===== src/hw/rtl/kfd_pkg.sv =====
// KISS frame decoder package: framing codes, event codes, widths and the
// result struct shared by the decode stage, the output stage and the top level.
package kfd_pkg;

    localparam int BUFFER_BYTES = 512;
    localparam int CNT_W        = $clog2(BUFFER_BYTES + 1);
    localparam int LEN_W        = 9;
    localparam int LEN_MAX      = (1 << LEN_W) - 1;
    localparam int CMP_W        = (CNT_W > LEN_W) ? CNT_W : LEN_W;
    localparam int EV_W         = 3;

    localparam logic [7:0] CODE_FEND  = 8'hC0;
    localparam logic [7:0] CODE_FESC  = 8'hDB;
    localparam logic [7:0] CODE_TFEND = 8'hDC;
    localparam logic [7:0] CODE_TFESC = 8'hDD;
    localparam logic [7:0] CODE_EXIT  = 8'h1B;
    localparam logic [7:0] CMD_PAYLOAD = 8'h00;
    localparam logic [7:0] CMD_LEAVE  = 8'hFF;

    typedef enum logic [EV_W-1:0] {
        EV_NONE    = 3'd0,
        EV_BYTE    = 3'd1,
        EV_DONE    = 3'd2,
        EV_DISCARD = 3'd3,
        EV_EXIT    = 3'd4,
        EV_IGNORED = 3'd5
    } t_event;

    typedef struct packed {
        t_event             kind;
        logic [7:0]         pbyte;
        logic [LEN_W-1:0]   flen;
    } t_result;

endpackage


===== src/hw/rtl/kfd_decode.sv =====
// KISS frame decoder: deframing state and the single-pass decode of one byte.
// Depends on kfd_pkg.
module kfd_decode (
    input  logic              i_clk,
    input  logic              i_rst_n,
    input  logic              i_step,
    input  logic [7:0]        i_byte,
    output kfd_pkg::t_result  o_result
);
    import kfd_pkg::*;

    logic               r_in_frame, n_in_frame;
    logic               r_esc, n_esc;
    logic [CNT_W-1:0]   r_count, n_count;
    logic [7:0]         r_cmd, n_cmd;

    logic               store;
    logic [7:0]         dec;
    logic [CNT_W-1:0]   plen;
    logic [CMP_W-1:0]   plen_ext;
    t_result            res;

    always_comb begin
        n_in_frame = r_in_frame;
        n_esc      = r_esc;
        n_count    = r_count;
        n_cmd      = r_cmd;
        store      = 1'b0;
        dec        = i_byte;
        plen       = r_count - CNT_W'(1);
        plen_ext   = CMP_W'(plen);
        res.kind   = EV_NONE;
        res.pbyte  = 8'd0;
        res.flen   = '0;

        if (i_byte == CODE_EXIT) begin
            n_in_frame = 1'b0;
            n_esc      = 1'b0;
            n_count    = '0;
            res.kind   = EV_EXIT;
        end else if (i_byte == CODE_FEND) begin
            if (r_in_frame && (r_count != '0)) begin
                if (r_cmd == CMD_LEAVE) begin
                    res.kind = EV_EXIT;
                end else if ((r_cmd == CMD_PAYLOAD) && (plen != '0)) begin
                    res.kind = EV_DONE;
                    res.flen = (plen_ext > CMP_W'(LEN_MAX)) ? LEN_W'(LEN_MAX)
                                                            : LEN_W'(plen_ext);
                end else begin
                    res.kind = EV_IGNORED;
                end
            end
            n_in_frame = 1'b1;
            n_esc      = 1'b0;
            n_count    = '0;
        end else if (r_in_frame) begin
            store = 1'b1;
            if (r_esc) begin
                n_esc = 1'b0;
                if (i_byte == CODE_TFEND) begin
                    dec = CODE_FEND;
                end else if (i_byte == CODE_TFESC) begin
                    dec = CODE_FESC;
                end else begin
                    n_in_frame = 1'b0;
                    n_count    = '0;
                    res.kind   = EV_DISCARD;
                    store      = 1'b0;
                end
            end else if (i_byte == CODE_FESC) begin
                n_esc = 1'b1;
                store = 1'b0;
            end
        end

        if (store) begin
            if (r_count < CNT_W'(BUFFER_BYTES)) begin
                if (r_count == '0) begin
                    n_cmd = dec;
                end else if (r_cmd == CMD_PAYLOAD) begin
                    res.kind  = EV_BYTE;
                    res.pbyte = dec;
                end
                n_count = r_count + CNT_W'(1);
            end else begin
                n_in_frame = 1'b0;
                n_esc      = 1'b0;
                n_count    = '0;
                res.kind   = EV_DISCARD;
            end
        end
    end

    assign o_result = res;

    always_ff @(posedge i_clk) begin
        if (!i_rst_n) begin
            r_in_frame <= 1'b0;
            r_esc      <= 1'b0;
            r_count    <= '0;
            r_cmd      <= 8'd0;
        end else if (i_step) begin
            r_in_frame <= n_in_frame;
            r_esc      <= n_esc;
            r_count    <= n_count;
            r_cmd      <= n_cmd;
        end
    end

endmodule


===== src/hw/rtl/kfd_out_stage.sv =====
// KISS frame decoder: result register with valid/ready toward the sink.
// Depends on kfd_pkg.
module kfd_out_stage (
    input  logic              i_clk,
    input  logic              i_rst_n,
    input  logic              i_load,
    input  kfd_pkg::t_result  i_result,
    input  logic              i_ready,
    output logic              o_free,
    output logic              o_valid,
    output kfd_pkg::t_result  o_result
);
    import kfd_pkg::*;

    logic    r_valid;
    t_result r_result;

    assign o_free   = !r_valid || i_ready;
    assign o_valid  = r_valid;
    assign o_result = r_result;

    always_ff @(posedge i_clk) begin
        if (!i_rst_n) begin
            r_valid <= 1'b0;
        end else if (o_free) begin
            r_valid <= i_load;
        end
    end

    always_ff @(posedge i_clk) begin
        if (o_free && i_load) begin
            r_result <= i_result;
        end
    end

endmodule


===== src/hw/rtl/kiss_frame_decoder_core.sv =====
// KISS frame decoder top level: input register, decode stage, result register.
// Depends on kfd_pkg, kfd_decode and kfd_out_stage.
//
// Takes one serial byte per item and gives exactly one event item per byte
// (event_kind 0 when nothing happens). Throughput is one byte per clock
// while the sink is ready; an accepted byte is loaded into the input
// register and then, through the single decode stage, into the result
// register, where it is valid. Frame state advances only when a byte moves
// from the input register into the result register, so stalls on the
// output side simply hold the pipe.
module kiss_frame_decoder_core (
    input  logic                     i_clk,
    input  logic                     i_rst_n,
    input  logic                     i_rx_valid,
    output logic                     o_rx_ready,
    input  logic [7:0]               i_rx_byte,
    output logic                     o_ev_valid,
    input  logic                     i_ev_ready,
    output logic [kfd_pkg::EV_W-1:0] o_event_kind,
    output logic [7:0]               o_payload_byte,
    output logic [kfd_pkg::LEN_W-1:0] o_frame_length
);
    import kfd_pkg::*;

    logic       r_in_valid;
    logic [7:0] r_in_byte;
    logic       out_free;
    logic       step;
    t_result    dec_result;
    t_result    out_result;

    assign step       = r_in_valid && out_free;
    assign o_rx_ready = !r_in_valid || out_free;

    always_ff @(posedge i_clk) begin
        if (!i_rst_n) begin
            r_in_valid <= 1'b0;
        end else if (o_rx_ready) begin
            r_in_valid <= i_rx_valid;
        end
    end

    always_ff @(posedge i_clk) begin
        if (o_rx_ready && i_rx_valid) begin
            r_in_byte <= i_rx_byte;
        end
    end

    kfd_decode u_decode (
        .i_clk    (i_clk),
        .i_rst_n  (i_rst_n),
        .i_step   (step),
        .i_byte   (r_in_byte),
        .o_result (dec_result)
    );

    kfd_out_stage u_out (
        .i_clk    (i_clk),
        .i_rst_n  (i_rst_n),
        .i_load   (r_in_valid),
        .i_result (dec_result),
        .i_ready  (i_ev_ready),
        .o_free   (out_free),
        .o_valid  (o_ev_valid),
        .o_result (out_result)
    );

    assign o_event_kind   = out_result.kind;
    assign o_payload_byte = out_result.pbyte;
    assign o_frame_length = out_result.flen;

endmodule


===== config.mk =====
export PLATFORM = sky130hd
export DESIGN_NAME = kiss_frame_decoder_core
export DESIGN_NICKNAME = d
export VERILOG_FILES = /design/src/hw/rtl/kfd_pkg.sv /design/src/hw/rtl/kfd_decode.sv /design/src/hw/rtl/kfd_out_stage.sv /design/src/hw/rtl/kiss_frame_decoder_core.sv
export SDC_FILE = /design/constraint.sdc
export NUM_CORES = 1
export LEC_CHECK = 0
export ABC_CLOCK_PERIOD_IN_PS = 5500
export BUFFER_PORTS_ARGS = -buffer_cell sky130_fd_sc_hd__buf_2
export CORE_ASPECT_RATIO = 1.2
export CORE_MARGIN = 2
export CORE_UTILIZATION = 50
export CTS_BUF_LIST = sky130_fd_sc_hd__clkbuf_4 sky130_fd_sc_hd__clkbuf_8
export DETAILED_ROUTE_END_ITERATION = 8
export MAX_ROUTING_LAYER = met4
export PLACE_DENSITY = 0.7
export SYNTH_ARGS = -nofsm -noshare
export SYNTH_HDL_FRONTEND = slang
export SYNTH_SLANG_ARGS = --single-unit
export TNS_END_PERCENT = 1

===== constraint.sdc =====
create_clock -name i_clk -period 5.5 [get_ports i_clk]
set_input_delay 0.55 -clock i_clk [delete_from_list [all_inputs] [get_ports i_clk]]
set_output_delay 0.55 -clock i_clk [all_outputs]
set_load 0.02 [all_outputs]

After elaboration in Yosys (flattened, before gate mapping) --
Cells that the tools add are included.
Operators by class: add/subtract/negate cells 2, $mul 0, divide/modulo/power cells 0, order comparisons 2, eq/ne operators 8, shift-type cells 0, mux-type cells 49, bitwise gates (word level) 6, reduce and logical (&&, ||, !) cells 18
Operator list (number):
- $mux W10 | 8
- $mux W8 | 7
- $eq A8 B8 Y1 const B | 5
- $mux W11 | 3
- $mux W3 | 9
- $mux W1 | 20
- $reduce_bool A10 Y1 | 2
- $add A10 B1 Y10 const B | 1
- $gt A10 B9 Y1 const B | 1
- $logic_not A10 Y1 | 1
- $lt A10 B10 Y1 const B | 1
- $sub A10 B1 Y10 const B | 1
- $mux W9 | 1
- $eq A8 B5 Y1 const B | 1
- $logic_not A8 Y1 | 1
- $ne A4 B1 Y1 const B | 2
- $reduce_bool A4 Y1 | 2
- $not A1 Y1 | 6
- $reduce_and A5 Y1 | 1
- $reduce_or A5 Y1 | 1
- $logic_and A1 B1 Y1 | 4
- $reduce_and A4 Y1 | 1
- $reduce_or A4 Y1 | 1
- $logic_not A1 Y1 | 2
- other kinds (2) | 3
Word-level totals: flip-flop bits (word level) 50, latch bits 0, memory bits (writable) 0, ROM bits 0, input bits 12, output and inout bits 22, word-level logic and storage cells 95, memories 0

Longest topological paths before layout --
Gate-level depths: netlist of run 1.
depth after elaboration 12, mapped depth 8, depth with buffers taken out 7

By module --
From an unflattened synthesis of run 1, not the netlist that was laid out.
Unflattened totals: cells, all modules 241, area total of the unflattened synthesis 2587.5 sq um
By module, submodules not included:
- kfd_decode | instances 1, cells each 202, area an instance 1624.1 sq um
- kfd_out_stage | instances 1, cells each 25, area an instance 658.1 sq um
- kiss_frame_decoder_core | instances 1, cells each 14, area an instance 305.3 sq um

Worst setup path after synthesis of run 1 --
Ideal clock, no wire load.
kind reg2reg, from register u_decode.r_count[0], to register u_out.r_result (netlist bit u_out.o_result[18]), data pin, setup time 268 ps, arrival 2064 ps, slack 3168 ps, cell stages (with the launch flop) 9, buffers on the path 1, cell sequence dfxtp_1 -> inv_1 -> ha_1 -> clkbuf_1 -> or3_1 -> nor4_1 -> a211oi_2 -> o311ai_4 -> nand2b_1
RTL lines:
- from (decl) | line kfd_decode.sv:14 | logic [CNT_W-1:0] r_count, n_count;
- from (signal assigned) | line kfd_decode.sv:105 | r_count <= n_count;
- to (signal assigned) | line kfd_out_stage.sv:32 | r_result <= i_result;
- to (decl) | line kfd_out_stage.sv:16 | t_result r_result;

Worst setup path in the final report of run 1 --
from register u_decode.r_count[0], to register u_out.r_result (netlist bit u_out.o_result[1]), data pin
On the way: cells in the longest elaborated chain, start to end 5
Ends and longest elaborated chain:
- parallel branches: the longest is 5 deep, another holds $sub A10 B1 Y10
Several ways; the timed one is not identified. A chain may end at the register's enable or synchronous reset.

==> impl_metrics.env, run 1 <==
export IMPL_fin_crit_sh=0.467
export IMPL_grt_pass1_wl_mm=8.96
export IMPL_io_pins=34
export IMPL_drt_pass1_iter_count=5
export IMPL_status="finished, final reports clean"
export IMPL_internal_power_uw=506
export IMPL_fillCellCount=463
export IMPL_rows=29
export IMPL_async_flop_share=0
export IMPL_syn_area_sq_mm=0.00266
export IMPL_multi_input_comb_area_sq_mm=0.00130
export IMPL_synth_top_area_frac=0.316
export IMPL_drc=0
export IMPL_fin_crit_ns=2.57
export IMPL_combPwrFrac=0.054
export IMPL_use_met1=0.251
export IMPL_cts_sinks=50
export IMPL_area_delta_synth_final_pct=10.5
export IMPL_nets=310
export IMPL_gp_congestion=0.914
export IMPL_relSlewSlack=0.468
export IMPL_cts_hold_buf=0
export IMPL_ys_seq_elements=50
export IMPL_p_seq_frac=0.616
export IMPL_p_total_uw=667
export IMPL_tightest_slew_ns=0.797
export IMPL_cts_resized=0
export IMPL_register_area_sq_mm=0.00128
export IMPL_path_clk_slew_ns=0.10
export IMPL_place_area_sq_mm=0.00285
export IMPL_worstSetupEndpointType="register"
export IMPL_grt_ovfl_total=0
export IMPL_fmax_mhz=390
export IMPL_synth_edf_count=28
export IMPL_die_height_microns=84.0
export IMPL_tns_ns=0
export IMPL_diodes=0
export IMPL_fp_coreArea_sq_mm=0.00523
export IMPL_yosysTopAreaCell="edfxtp_1"
export IMPL_seq_area_frac_synth=0.481
export IMPL_design_area_sq_mm=0.00294
export IMPL_antenna_found_initial=0
export IMPL_powerDensity_mw_per_mm2=227
export IMPL_wl_mm=5.51
export IMPL_ys_flop_type="edfxtp_1"
export IMPL_synth_cells=267
export IMPL_grt_pass1_vias=1971
export IMPL_cp_arrival_ns=2.60
export IMPL_drtIter0Drc=124
export IMPL_met2_usage=0.294
export IMPL_drive_above_1_share=0.207
export IMPL_finClkSkew_ns=0.00829
export IMPL_grtUsageMet3=0.0411
export IMPL_leakage_nw=1.13
export IMPL_synth_common_cells="edfxtp_1 (28), nand2_1 (26), dfxtp_1 (22)"
export IMPL_rsz0062_at_grt="no"
export IMPL_cts_buffers=5
export IMPL_hold_viol_final=0
export IMPL_initial_core_util=0.510
export IMPL_clockBufferDepth=2
export IMPL_critPathMaxFanout=10
export IMPL_clk_latency_ns=0.31
export IMPL_start_kind="register"
export IMPL_dieArea_sq_mm=0.00593
export IMPL_share_clk_of_total_power=0.329
export IMPL_port_buffers=33
export IMPL_hold_class="in -> reg"
export IMPL_cts_tree="done"
export IMPL_cts_root_buf="clkbuf_8"
export IMPL_die_width_microns=70.6
export IMPL_yosysWarnings=0
export IMPL_drv_cap=0
export IMPL_synth_area_per_cell_sq_um=9.98
export IMPL_antenna_left=0
export IMPL_cts_setup_buffers=0
export IMPL_swShare=0.242
export IMPL_synth_most_common_cell="edfxtp_1"
export IMPL_grt_max_degree=29
export IMPL_drt_vias_per_instance=6.13
export IMPL_ys_types=58
export IMPL_crit_type="reg -> reg"
export IMPL_top_usage_layer="met2"
export IMPL_synth_area_leaders="edfxtp_1 (32%), dfxtp_1 (17%), nand2_1 (3.7%), a21oi_1 (3.4%), nand4_1 (3.1%)"
export IMPL_place_hpwl_mm=3.97
export IMPL_wl_per_cell_microns=15.4
export IMPL_finalSetupViolCount=0
export IMPL_crit_required_ns=5.54
export IMPL_gr_usage_all_layers=0.194
export IMPL_finish_utilization=0.563
export IMPL_p_sw_uw=161
export IMPL_ir_drop_mv=0.164
export IMPL_vias=2187
export IMPL_syn_nets=283
export IMPL_drv_slew=0
export IMPL_cts_max_level=2
## stage by stage
stage | setup WS [ns] | hold slack (ns) | instances
floorplan | 3.17 | 0.443 | 267
global placement | 3.04 | 0.456 | 349
detailed placement | 2.94 | 0.467 | 349
CTS | 2.92 | 0.402 | 357
global route | 2.75 | 0.399 | 357
finish | 2.93 | 0.411 | 357
## metal layers
| metal | up-vias | routed length [microns] |
|---|---|---|
| met5 | - | 0 |
| met4 | 0 | 86 |
| met3 | 10 | 340 |
| met2 | 77 | 2660 |
| met1 | 1031 | 2420 |
| li1 | 1069 | - |
## area by class of cell
cell class,instances,area share
Multi-Input combinational cell,197,0.440
Sequential cell,50,0.435
Timing Repair Buffer,34,0.0587
Tap cell,62,0.0264
Clock buffer,5,0.0234
Clock inverter,3,0.00808
Inverter,6,0.00765
## flip-flops by register name, summed over array words and instances (netlist names)
signal / count
r_in_byte: 8
r_in_valid: 1
u_decode.r_cmd: 8
u_decode.r_count: 10
u_decode.r_esc: 1
u_decode.r_in_frame: 1
u_out.o_result: 20
u_out.o_valid: 1
## worst max-delay path: stages, from the launching register on
cell	delay (ns)
dfxtp_1	0.51
inv_1	0.13
ha_1	0.31
or3_1	0.36
nor4_1	0.33
a211oi_2	0.11
o311ai_4	0.45
a21oi_1	0.10
## power groups by stage
stage	Clock (mW)	Combinational [mW]	Sequential [mW]
6_report	0.219	0.0363	0.411
5_1_grt	0.240	0.0393	0.413
3_3_place_gp	0	0.0362	0.419
4_1_cts	0.225	0.0367	0.411
3_5_place_dp	0	0.0367	0.420
2_1_floorplan	0	0.0166	0.425
## worst paths after layout
check / from / endpoint / slack, ns / depth (start not counted)
max reg2reg: u_decode.r_count[0] / u_out.o_result[1] / 2.93 / 7
max: u_decode.r_count[0] / u_out.o_result[1] / 2.93 / 7
min reg2reg: u_decode.r_cmd[2] / u_decode.r_cmd[2] / 0.48 / 2
min: i_rx_byte[1] / r_in_byte[1] / 0.41 / 1
## placed cells by master (no fill, tap or decap), types with 4 or more instances in the layout
cell type,count
and3_1,12
clkbuf_8,5
nand2_1,26
nand2b_1,6
nand3_1,12
o21ai_0,12
nand4_1,13
dfxtp_1,22
nor2_1,15
a21oi_1,18
edfxtp_1,28
buf_2,33
inv_1,6
and2_1,7
nor4_1,6
ha_1,4
## cells by family after synthesis
kind of cell / count (synthesis) / synth area share
buffers and inverters: 20 / 0.0324
flip-flops: 50 / 0.481
adder cells (fa/ha/maj): 4 / 0.0188
XOR/XNOR: 7 / 0.0301
AO/OA/AOI/OAI: 61 / 0.170
AND/OR/NAND/NOR: 125 / 0.268
Note: power is estimated with default switching activity, not from simulation.
==> inputs of run 2 (changes only) <==
Settings changed: ABC_CLOCK_PERIOD_IN_PS 5500 to 2500.
Clock period 5.5 ns to 2.5 ns, I/O delays scaled along.
==> run 2 against run 1 <==
Clock power rose by 130%. Count of clock-buffer cells in the layout did not move. Sequential share of layout area down 0.91 points. Register-to-register slack lost 2.7 ns. Total power increased by 120%. Critical path depth stayed put. Worst setup slack worse by 2.7 ns. Die area did not move. Sequential power is 120% higher. Core utilization grew 1.2 points. Flip-flop and latch count stayed put. Critical endpoint is now u_out.o_result[18].
==> impl_metrics.env, run 2 (synthesis gave the netlist of run 1 again) <==
export IMPL_status="finished, final reports clean"
export IMPL_grt_pass1_vias=1998
export IMPL_path_buf_inv=1
export IMPL_worstSetupEndpointType="register"
export IMPL_tightest_slew_ns=0.786
export IMPL_cts_root_buf="clkbuf_8"
export IMPL_drtIter0Drc=142
export IMPL_place_area_sq_mm=0.00291
export IMPL_r2r_slack_ns=0.20
export IMPL_antenna_found_initial=0
export IMPL_wl_per_cell_microns=15.2
export IMPL_finClkSkew_ns=0.0138
export IMPL_slowest_stage="or3b_2"
export IMPL_cts_buffers=5
export IMPL_dieArea_sq_mm=0.00593
export IMPL_cts_sinks=50
export IMPL_path_clk_slew_ns=0.11
export IMPL_leakage_nw=1.18
export IMPL_hold_viol_final=0
export IMPL_start_kind="register"
export IMPL_grt_ovfl_total=0
export IMPL_grt_max_degree=26
export IMPL_finalSetupViolCount=0
export IMPL_tns_ns=0
export IMPL_drv_cap=0
export IMPL_largest_reg_flops=20
export IMPL_cts_tree="done"
export IMPL_rows=29
export IMPL_fin_crit_ns=2.30
export IMPL_powerDensity_mw_per_mm2=494
export IMPL_final_common_cell="buf_2"
export IMPL_fmax_mhz=435
export IMPL_hold_depth=1
export IMPL_grt_pass1_wl_mm=9.22
export IMPL_cts_resized=0
export IMPL_wl_mm=5.55
export IMPL_place_hpwl_mm=4.04
export IMPL_drive_above_1_share=0.228
export IMPL_reg2regPathDepth=7
export IMPL_drt_vias_per_instance=6.02
export IMPL_fp_coreArea_sq_mm=0.00523
export IMPL_clk_latency_ns=0.31
export IMPL_crit_family="simple AND/OR/NAND/NOR gates"
export IMPL_antenna_left=0
export IMPL_area_delta_synth_final_pct=12.8
export IMPL_cts_max_level=2
export IMPL_hold_class="in -> reg"
export IMPL_gp_congestion=0.901
export IMPL_nets=318
export IMPL_die_width_microns=70.6
export IMPL_clockBufferDepth=2
export IMPL_critPathMaxFanout=9
export IMPL_diodes=0
export IMPL_ir_drop_mv=0.364
export IMPL_mostFrequentLayoutCells="buf_2 (33), edfxtp_1 (28), nand2_1 (26)"
export IMPL_relSlewSlack=0.476
export IMPL_fillCellCount=481
export IMPL_initial_core_util=0.510
export IMPL_cp_arrival_ns=2.37
export IMPL_gr_usage_all_layers=0.199
export IMPL_fin_crit_sh=0.920
export IMPL_io_pins=34
export IMPL_drt_pass1_iter_count=4
export IMPL_crit_type="reg -> reg"
export IMPL_cpPeakStageDelay_ns=0.49
export IMPL_die_height_microns=84.0
export IMPL_crit_cells=7
export IMPL_rsz0062_at_grt="no"
export IMPL_vias=2197
export IMPL_crit_required_ns=2.56
export IMPL_drv_slew=0
export IMPL_design_area_sq_mm=0.00301
export IMPL_drc=0
export IMPL_path_cells="inv_1 > ha_1 > or3b_2 > o22ai_1 > nor2_1 > o311ai_4 > nand2b_1"
export IMPL_port_buffers=33
==> run 2: timing repair <==
item,CTS,global route
endpoints found under the setup margin,0,2
buffers inserted,0,0
hold buffers,0,0
==> run 2: worst paths after layout <==
check / start / endpoint
setup / recovery: u_decode.r_count[1] / u_out.o_result[18]
hold / removal: i_rx_byte[6] / r_in_byte[6]
setup reg to reg: u_decode.r_count[1] / u_out.o_result[18]
hold reg to reg: u_decode.r_cmd[2] / u_decode.r_cmd[2]
==> run 2: worst reg2reg max path, stage by stage (launching register included) <==
cell and delay (ns):
dfxtp_1 0.37, inv_1 0.13, ha_1 0.23, or3b_2 0.49, o22ai_1 0.19, nor2_1 0.11, o311ai_4 0.43, nand2b_1 0.11
==> run 2: metrics by stage <==
step,utilization,power [mW],setup slack [ns],instances,hold WS (ns)
after floorplan,-,0.971,0.168,267,0.349
after global placement,0.557,1.00,0.226,357,0.427
after detailed placement,0.557,1.01,0.152,357,0.428
after CTS,0.575,1.50,0.159,365,0.0984
after global routing,0.575,1.55,0.0545,365,0.0888
final,0.575,1.49,0.199,365,0.113
==> run 2: area by class of cell <==
cell class | count | area [sq um] | share of cell area
clock buffer | 5 | 68.8 | 0.0229
clock inverter | 3 | 26.3 | 0.00874
sequential | 50 | 1280 | 0.426
timing repair buffer | 42 | 233 | 0.0774
tap | 62 | 77.6 | 0.0258
inverter | 6 | 22.5 | 0.00749
multi-input combinational | 197 | 1300 | 0.431
==> run 2: power breakdown <==
part / internal [mW] / switching, mW / leakage [nW] / total (mW)
Sequential: 0.888 / 0.0158 / 0.450 / 0.904
Combinational: 0.0259 / 0.0562 / 0.683 / 0.0821
Clock: 0.206 / 0.294 / 0.0491 / 0.500
Total: 1.12 / 0.366 / 1.18 / 1.49
==> run 2: per-layer routing <==
layer,GRT usage,vias up,routed length [microns]
li1,-,1090,-
met4,0.0806,0,108
met1,0.257,1041,2540
met2,0.305,57,2680
met3,0.0411,9,226
met5,-,-,0
==> inputs of run 3 (changes only) <==
Settings changed: CORE_UTILIZATION 50 to 39, PLACE_DENSITY 0.7 to unset.
==> run 3 against run 2 <==
Worst setup slack improved by 0.0090 ns. Combinational power barely moved. Non-clock buffer count rose by 3. First-iteration DRC count rose by 24%. Sequential share of layout area fell by 0.73 points. Critical path type unchanged.
==> impl_metrics.env, run 3 (synthesis gave the netlist of run 1 again) <==
export IMPL_status="finished, final reports clean"
export IMPL_fin_crit_sh=0.917
export IMPL_fin_crit_ns=2.29
export IMPL_hold_viol_final=0
export IMPL_wl_per_cell_microns=14.5
export IMPL_tightest_slew_ns=0.791
export IMPL_drv_cap=0
export IMPL_drt_pass1_iter_count=4
export IMPL_rows=33
export IMPL_crit_required_ns=2.57
export IMPL_finClkSkew_ns=0.00531
export IMPL_grt_ovfl_total=0
export IMPL_cts_root_buf="clkbuf_8"
export IMPL_fillCellCount=648
export IMPL_cts_max_level=2
export IMPL_fp_coreArea_sq_mm=0.00673
export IMPL_r2r_slack_ns=0.21
export IMPL_place_hpwl_mm=4.12
export IMPL_drv_slew=0
export IMPL_die_width_microns=79.4
export IMPL_finalSetupViolCount=0
export IMPL_cts_tree="done"
export IMPL_clockBufferDepth=2
export IMPL_gp_congestion=0.796
export IMPL_cts_setup_buffers=0
export IMPL_r2r_end="u_out.o_result[18]"
export IMPL_die_height_microns=94.5
export IMPL_drtIter0Drc=176
export IMPL_grt_pass1_wl_mm=9.35
export IMPL_crit_end="u_out.o_result[18]"
export IMPL_min_delay_start="i_rx_byte[6]"
export IMPL_start_kind="register"
export IMPL_slowest_stage="dfxtp_1"
export IMPL_nets=321
export IMPL_initial_core_util=0.396
export IMPL_worstSetupEndpointType="register"
export IMPL_tns_ns=0
export IMPL_dp_cells=384
export IMPL_port_buffers=33
export IMPL_final_common_cell="buf_2"
export IMPL_clk_latency_ns=0.30
export IMPL_mostFrequentLayoutCells="buf_2 (33), edfxtp_1 (28), nand2_1 (26)"
export IMPL_gr_usage_all_layers=0.161
export IMPL_cpPeakStageDelay_ns=0.44
export IMPL_hold_class="in -> reg"
export IMPL_leakage_nw=1.19
export IMPL_crit_type="reg -> reg"
export IMPL_cts_hold_buf=0
export IMPL_cp_arrival_ns=2.36
export IMPL_relSlewSlack=0.472
export IMPL_cts_buffers=5
export IMPL_drt_vias_per_instance=5.63
export IMPL_crit_start="u_decode.r_count[1]"
export IMPL_grt_pass1_vias=1992
export IMPL_critPathMaxFanout=9
export IMPL_crit_cells=8
export IMPL_cts_resized=0
export IMPL_grt_max_degree=26
export IMPL_fin_cells=393
export IMPL_antenna_found_initial=0
export IMPL_p_total_mw=1.48
export IMPL_path_clk_slew_ns=0.10
export IMPL_cts_sinks=50
export IMPL_worstReg2RegStart="u_decode.r_count[1]"
export IMPL_drc=0
export IMPL_largest_reg_flops=20
export IMPL_path_cells="inv_1 > ha_1 > or3_1 > nor4_1 > a211oi_2 > o311ai_4 > buf_4 > nand2b_1"
export IMPL_fmax_mhz=436
export IMPL_area_delta_synth_final_pct=14.8
export IMPL_path_buf_inv=2
export IMPL_antenna_left=0
export IMPL_drive_above_1_share=0.235
export IMPL_vias=2214
export IMPL_reg2regPathDepth=8
export IMPL_dieArea_sq_mm=0.00751
export IMPL_rsz0062_at_grt="no"
export IMPL_ir_drop_mv=0.270
export IMPL_diodes=0
export IMPL_wl_mm=5.68
export IMPL_crit_family="simple AND/OR/NAND/NOR gates"
export IMPL_powerDensity_mw_per_mm2=485
export IMPL_io_pins=34
-- run 3: how the worst min path moves through the flow --
stage	end	slack, ns	depth (start not counted)
after CTS	r_in_byte[6]	0.10	1
after floorplan	r_in_byte[0]	0.35	0
after global placement	r_in_byte[1]	0.43	1
after global routing	r_in_byte[2]	0.1	1
after detailed placement	r_in_byte[6]	0.43	1
final	r_in_byte[6]	0.11	1
-- run 3: area by class of cell --
class	count	area, sq um	area share
clock buffers	5	68.8	0.0225
inverters	6	22.5	0.00736
flip-flops and latches	50	1280	0.419
multi-input cells	197	1300	0.424
well taps	87	109	0.0356
repair buffers	45	255	0.0835
clock inverters	3	25.0	0.00818
-- run 3: per-layer routing --
metal / GRT usage / vias up / share of wire
met5: - / - / 0
met4: 0.0532 / 0 / 0.014
met3: 0.0277 / 8 / 0.036
met2: 0.249 / 57 / 0.47
met1: 0.214 / 1055 / 0.48
li1: - / 1094 / -
-- run 3: stage by stage --
step           setup slack (ns)  hold slack (ns)   util  area, sq um
6_report                  0.208            0.114  0.454         3060
5_1_grt                  0.0507           0.0982  0.454         3060
4_1_cts                   0.118            0.101  0.453         3050
3_5_place_dp              0.135            0.428  0.439         2960
3_3_place_gp              0.235            0.427  0.439         2960
2_1_floorplan             0.168            0.349      -         2660
-- run 3: power by group --
group	switching (mW)	leakage (nW)	internal (mW)
combinational	0.0562	0.697	0.0259
clock	0.294	0.0447	0.203
sequential	0.0156	0.450	0.888
total	0.366	1.19	1.12
